## src/design/tsl_pkg.sv

```systemverilog
// ----------------------------------------------------------------------------
// tsl_pkg
// Shared types, widths and codes for the trinomial SPRT llr/decision core.
// ----------------------------------------------------------------------------
`default_nettype none

package tsl_pkg;

	// count field width (fixes the input word layout)
	localparam int COUNT_BITS        = 20;
	localparam int LLR_FRAC_BITS_DEF = 16;
	localparam int SCORE_FRAC        = 30;

	localparam int LLR_W = 32;
	localparam int DEC_W = 2;
	localparam int SC_W  = 31;
	localparam int CFG_W = 32;
	localparam int CFG_IDX_W = 3;

	// register indexes
	localparam logic [CFG_IDX_W-1:0] REG_SETUP_VALID = 3'd0;
	localparam logic [CFG_IDX_W-1:0] REG_SCORE_NULL  = 3'd1;
	localparam logic [CFG_IDX_W-1:0] REG_SCORE_ALT   = 3'd2;
	localparam logic [CFG_IDX_W-1:0] REG_BOUND_LOW   = 3'd3;
	localparam logic [CFG_IDX_W-1:0] REG_BOUND_HIGH  = 3'd4;

	// decision codes
	localparam logic [DEC_W-1:0] DEC_CONTINUE = 2'd0;
	localparam logic [DEC_W-1:0] DEC_ABOVE    = 2'd1;
	localparam logic [DEC_W-1:0] DEC_BELOW    = 2'd2;

	// datapath widths
	localparam int N_W  = COUNT_BITS + 2;        // w+d+l
	localparam int A_W  = COUNT_BITS + 3;        // 4w+2d, 4w+d
	localparam int S_W  = SC_W + 1;              // s0+s1
	localparam int E_W  = N_W + 1 + S_W;         // |A<<30 - 2Ns|
	localparam int D_W  = N_W + 2 + A_W;         // 4NB - A^2
	localparam int T1_W = E_W + SC_W;            // E*|s1-s0|
	localparam int T2_W = T1_W + N_W;            // *N
	localparam int T3_W = T2_W + N_W;            // *N
	localparam int Q_W  = LLR_W - 1;             // unsigned quotient bits
	localparam int R_W  = D_W + Q_W;             // divider remainder

	typedef struct packed {
		logic [COUNT_BITS-1:0] wins;
		logic [COUNT_BITS-1:0] draws;
		logic [COUNT_BITS-1:0] losses;
	} tsl_in_t;

	typedef struct packed {
		logic signed [LLR_W-1:0] llr_value;
		logic [DEC_W-1:0]        decision;
	} tsl_out_t;

	// side flags travelling with each word
	typedef struct packed {
		logic neg;   // result sign
		logic zero;  // force llr to zero
		logic ovf;   // quotient out of range
	} tsl_flag_t;

endpackage

`default_nettype wire

```

## src/design/tsl_div_cell.sv

```systemverilog
// ----------------------------------------------------------------------------
// tsl_div_cell
// One restoring division step: settles quotient bit K and passes the word on.
// ----------------------------------------------------------------------------
`default_nettype none

module tsl_div_cell import tsl_pkg::*; #(
	parameter int K = 0
) (
	input  wire logic              clk,
	input  wire logic              arst_n,
	input  wire logic              en,
	input  wire logic              vin,
	input  wire logic [R_W-1:0]    rem_in,
	input  wire logic [D_W-1:0]    den_in,
	input  wire logic [Q_W-1:0]    q_in,
	input  wire tsl_flag_t         flg_in,
	output logic                   vout,
	output logic [R_W-1:0]         rem_out,
	output logic [D_W-1:0]         den_out,
	output logic [Q_W-1:0]         q_out,
	output tsl_flag_t              flg_out
);

	logic [R_W-1:0] den_sh;
	logic           ge;
	logic           v_q;
	logic [R_W-1:0] rem_q;
	logic [D_W-1:0] den_q;
	logic [Q_W-1:0] q_q;
	tsl_flag_t      flg_q;

	// trial subtract of the shifted divisor
	assign den_sh = R_W'(den_in) << K;
	assign ge     = rem_in >= den_sh;

	always_ff @(posedge clk or negedge arst_n) begin
		if (!arst_n) begin
			v_q <= 1'b0;
		end else if (en) begin
			v_q <= vin;
		end
	end

	always_ff @(posedge clk) begin
		if (en) begin
			rem_q <= ge ? rem_in - den_sh : rem_in;
			den_q <= den_in;
			q_q   <= q_in | (Q_W'(ge) << K);
			flg_q <= flg_in;
		end
	end

	assign vout    = v_q;
	assign rem_out = rem_q;
	assign den_out = den_q;
	assign q_out   = q_q;
	assign flg_out = flg_q;

endmodule

`default_nettype wire

```

## config.mk

```make
export PLATFORM = sky130hd
export DESIGN_NAME = tsl_div_cell
export DESIGN_NICKNAME = d
export VERILOG_FILES = /design/src/design/tsl_pkg.sv /design/src/design/tsl_div_cell.sv
export SDC_FILE = /design/constraint.sdc
export NUM_CORES = 1
export LEC_CHECK = 0
export ABC_AREA = 0
export BUFFER_PORTS_ARGS = -buffer_cell sky130_fd_sc_hd__buf_2
export CELL_PAD_IN_SITES_DETAIL_PLACEMENT = 1
export CELL_PAD_IN_SITES_GLOBAL_PLACEMENT = 1
export CORE_ASPECT_RATIO = 0.75
export CORE_MARGIN = 3
export CORE_UTILIZATION = 38
export CTS_CLUSTER_DIAMETER = 30
export CTS_CLUSTER_SIZE = 16
export DETAILED_ROUTE_END_ITERATION = 8
export MAX_ROUTING_LAYER = met4
export PLACE_DENSITY = 0.83
export REMOVE_ABC_BUFFERS = 1
export SLEW_MARGIN = 5
export SYNTH_ARGS = -nofsm -noshare
export SYNTH_HDL_FRONTEND = slang
export SYNTH_SLANG_ARGS = --single-unit
```

## constraint.sdc

```tcl
create_clock -name clk -period 0.8 [get_ports clk]
set_input_delay 0.08 -clock clk [delete_from_list [all_inputs] [get_ports clk]]
set_output_delay 0.08 -clock clk [all_outputs]
set_load 0.1 [all_outputs]
```

==> flow_summary.json, run 1 <==
{
  "synth_flop_cell": "edfxtp_1",
  "htreeDepth": 4,
  "dpl_cell_area_um2": 15600,
  "cts_made_buffers": 17,
  "stop_error": "[ERROR DPL-0033] detailed placement checks failed during check placement.",
  "synth_seq_cells": 160,
  "haltStage": "clock tree synthesis",
  "ys_seq_area_share_pct": 52.0,
  "synth.distinct_cells": 66,
  "yosysWarnings": 0,
  "place_hpwl_um": 37300,
  "die_w_um": 186,
  "cts_sinks": 160,
  "dp.cells": 1746,
  "syn-instance-count": 880,
  "post_cts_buffers": 51,
  "routabilityCongestion": 0.942,
  "portBuffers": 322,
  "root_buffer": "clkbuf_16",
  "holdBufCountCts": 109,
  "die_h_um": 141,
  "ctsResizeCount": 211,
  "cts.path.max_buffers": 2,
  "ios": 323,
  "status": "stopped before the end",
  "syn_area_per_cell_um2": 10.5,
  "rows": 48,
  "netlist_area_um2": 9220,
  "synth_edf_count": 159,
  "synthArstFlopShare_pct": 0.625,
  "initial_utilization_pct": 39.4
}
kinds of logic after synthesis:
logic type	count (synthesis)	synth area share, %
multiplexers	1	0.122
flip-flops	160	52.0
AND/OR/NAND/NOR	280	14.8
AO/OA/AOI/OAI	223	15.5
buffers and inverters	95	4.07
XOR/XNOR	73	6.93
adder cells (fa/ha/maj)	48	6.59
metrics by stage:
| step | setup slack (ns) | setup TNS [ns] | hold WS (ns) |
|---|---|---|---|
| floorplan | -3.37 | -240.29 | -0.216 |
| global placement | -2.59 | -194.63 | -0.145 |
| detailed placement | -2.84 | -215.07 | -0.139 |
cell usage after synthesis, drive strengths merged (12+ instances only):
cell type    n  area share [%]
edfxtp     159              52
a21oi       95             5.2
nor2        93             3.8
nand2       72             2.9
inv         59             2.4
xnor2       48             4.6
ha          47             6.4
o21ai       34             1.8
xor2        25             2.4
clkbuf      24            0.98
nand4       24             1.6
a21o        21             1.7
nand3       21             1.1
nor3        14            0.88
buf         12            0.69
==> run 2: changes to the inputs <==
Settings changed: CELL_PAD_IN_SITES_DETAIL_PLACEMENT 1 to default, CELL_PAD_IN_SITES_GLOBAL_PLACEMENT 1 to default, CORE_ASPECT_RATIO 0.75 to default, CORE_UTILIZATION 38 to 30, CTS_CLUSTER_DIAMETER 30 to default, CTS_CLUSTER_SIZE 16 to default, MAX_ROUTING_LAYER met4 to default, PLACE_DENSITY 0.83 to default, PLACE_DENSITY_LB_ADDON from default to 0.15.
==> run 2 against run 1 <==
Compared with the run above:
- the flow now finishes, with violations (hold timing, setup timing)
- synthesized cell count is the same
- synthesized area is the same
==> flow_summary.json, run 2 <==
{
  "powerDensity_nw_per_um2": 1870,
  "ys_seq_area_share_pct": 52.0,
  "grt_overflow_total": 0,
  "grt_setup_unrepaired": "true",
  "grt_use_total_pct": 21.4,
  "holdBufCountCts": 111,
  "max_slew_margin_pct": 71.1,
  "layout_setup_ws_ns": -1.73,
  "ios": 323,
  "initial_utilization_pct": 30.8,
  "worst_pin_slew_ns": 0.429,
  "tns_ns": -179.84,
  "timing.fmax_ghz": 0.396,
  "wire_per_inst_um": 18.1,
  "synth_top_area_share_pct": 51.8,
  "finalNonFillerCells": 2045,
  "root_buffer": "clkbuf_16",
  "hold_class": "in2reg",
  "worst_setup_path_end_kind": "register",
  "peakVddDrop_mv": 1.35,
  "path_clk_slew_ns": 0.07,
  "dp.cells": 1858,
  "portBuffers": 322,
  "grt_pass1_vias": 10275,
  "place_hpwl_um": 26100,
  "cts_sinks": 160,
  "cp-start-kind": "primary input",
  "synth.most_common_cell": "edfxtp_1",
  "syn_area_per_cell_um2": 10.5,
  "via_per_inst": 4.82,
  "worstSetupPathType": "in2reg",
  "clock_latency_ns": 0.44,
  "cts.path.max_buffers": 2,
  "antenna_found_initial": 4,
  "rows": 63,
  "synthArstFlopShare_pct": 0.625,
  "path_max_fanout": 8,
  "slew_viol_final": 0,
  "cts_made_buffers": 17,
  "final_common_cell": "buf_4",
  "finalClockSkew_ns": 0,
  "synth_area_leaders": "edfxtp_1, ha_1, a21oi_1",
  "maxCapViolations": 0,
  "grt_max_degree": 44,
  "wl_um": 36900,
  "synth_largest_area_cell": "edfxtp_1",
  "final_nets": 1852,
  "drive_above_1_share_pct": 52.3,
  "dieArea_um2": 32900,
  "cp.arrival_ns": 2.71,
  "finalCritPeriodShare_pct": 316,
  "synth.distinct_cells": 66,
  "netlist_area_um2": 9220,
  "crit_required_ns": 0.99,
  "drc_errors": 0,
  "final_cell_mix": "buf_4, buf_12, edfxtp_1",
  "pre_cts_slack_ns": -2.55,
  "setup_violations": 239,
  "p_leak_uw": 0.00828,
  "synth_commonest_cells": "edfxtp_1, a21oi_1, nor2_1",
  "status": "complete, but fails checks",
  "syn-instance-count": 880,
  "synth_edf_count": 159,
  "htreeDepth": 4,
  "drtPass1Iterations": 5,
  "largest_reg_flops": 78,
  "ant_nets": 0,
  "utilization_pct": 64.5,
  "routabilityCongestion": 0.860,
  "drt_iter0_markers": 440,
  "cts_tree": "yes",
  "core-area_um2": 30000,
  "die_w_um": 181,
  "period_minus_slack_ns": 2.53,
  "die_h_um": 181,
  "synth_seq_cells": 160,
  "synth_flop_cell": "edfxtp_1",
  "final_hold_viol_count": 2,
  "area_delta_synth_final_pct": 109,
  "hold_ws_ns": -0.0721,
  "dr_total_vias": 9856,
  "yosysWarnings": 0,
  "failed_checks": "hold timing, setup timing",
  "grt_pass1_wl_um": 55400
}
run 2: cell counts after synthesis:
No cell type changed its count.
run 2: path summary, 6_finish.rpt:
check,slack [ns],from,end,cells past startpoint
min in group asynchronous,0.50,arst_n,vout$_DFFE_PN0P_,3
hold / removal,-0.07,q_in[0],q_out[0]$_DFFE_PP_,2
hold reg to reg,0.58,vout$_DFFE_PN0P_,vout$_DFFE_PN0P_,1
setup reg to reg,0.02,vout$_DFFE_PN0P_,vout$_DFFE_PN0P_,1
max in group asynchronous,0.19,arst_n,vout$_DFFE_PN0P_,3
setup / recovery,-1.73,rem_in[0],rem_out[68]$_DFFE_PP_,14
run 2: worst max-delay path, stage by stage:
cell	delay, ns
buf_8	0.08
inv_4	0.03
ha_4	0.15
fa_2	0.37
nor2b_4	0.16
o21bai_4	0.08
a211oi_2	0.22
o211a_1	0.25
o211ai_1	0.16
a211o_1	0.42
a211oi_4	0.27
buf_6	0.16
nand4bb_1	0.13
xnor2_1	0.15
run 2: what timing repair did:
item,in CTS,in global routing
pin swaps,54,26
buffers inserted,29,3
gates cloned,7,8
resized for setup,180,84
endpoints found under the hold margin,111,1
endpoints found under the setup margin,239,239
run 2: final cells by class:
type | count | area [um^2]
clock inverter | 14 | 158
multi-input combinational | 625 | 5040
sequential | 160 | 4800
inverter | 59 | 224
tap | 390 | 488
timing repair buffer | 778 | 8170
fill | 2336 | 10600
clock buffer | 17 | 425
antenna | 2 | 5.00
run 2: kinds of logic after synthesis:
logic type	synth area share [%]
AOI/OAI and AO/OA	15.5
xor gates and xnor gates	6.93
adders and majority gates	6.59
buffers and inverters	4.07
DFF	52.0
muxes	0.122
and+or+nand+nor	14.8
run 2: power by group:
group	total, uW	switching (uW)	leakage (uW)	internal [uW]
registers	11100	718	0.00157	10400
clock network	8400	3760	0.000282	4640
logic	16600	9840	0.00643	6740
run 2: layer usage:
| metal | vias to the layer above | track usage (%) | wire, um |
|---|---|---|---|
| met5 | - | 0 | 34 |
| met4 | 4 | 7.16 | 1030 |
| met3 | 56 | 4.85 | 2230 |
| met2 | 331 | 36.8 | 18400 |
| met1 | 4697 | 26.4 | 15200 |
| li1 | 4768 | - | - |
run 2: metrics by stage:
step | area (um^2) | hold slack [ns] | power (uW)
after floorplan | 9070 | -0.216 | 19500
after global placement | 15900 | -0.145 | 26600
after detailed placement | 15900 | -0.143 | 26600
after CTS | 18800 | -0.0890 | 36000
after global routing | 19300 | -0.0823 | 37300
final | 19300 | -0.0721 | 36100
No activity file was read; power rests on OpenSTA's default activity.
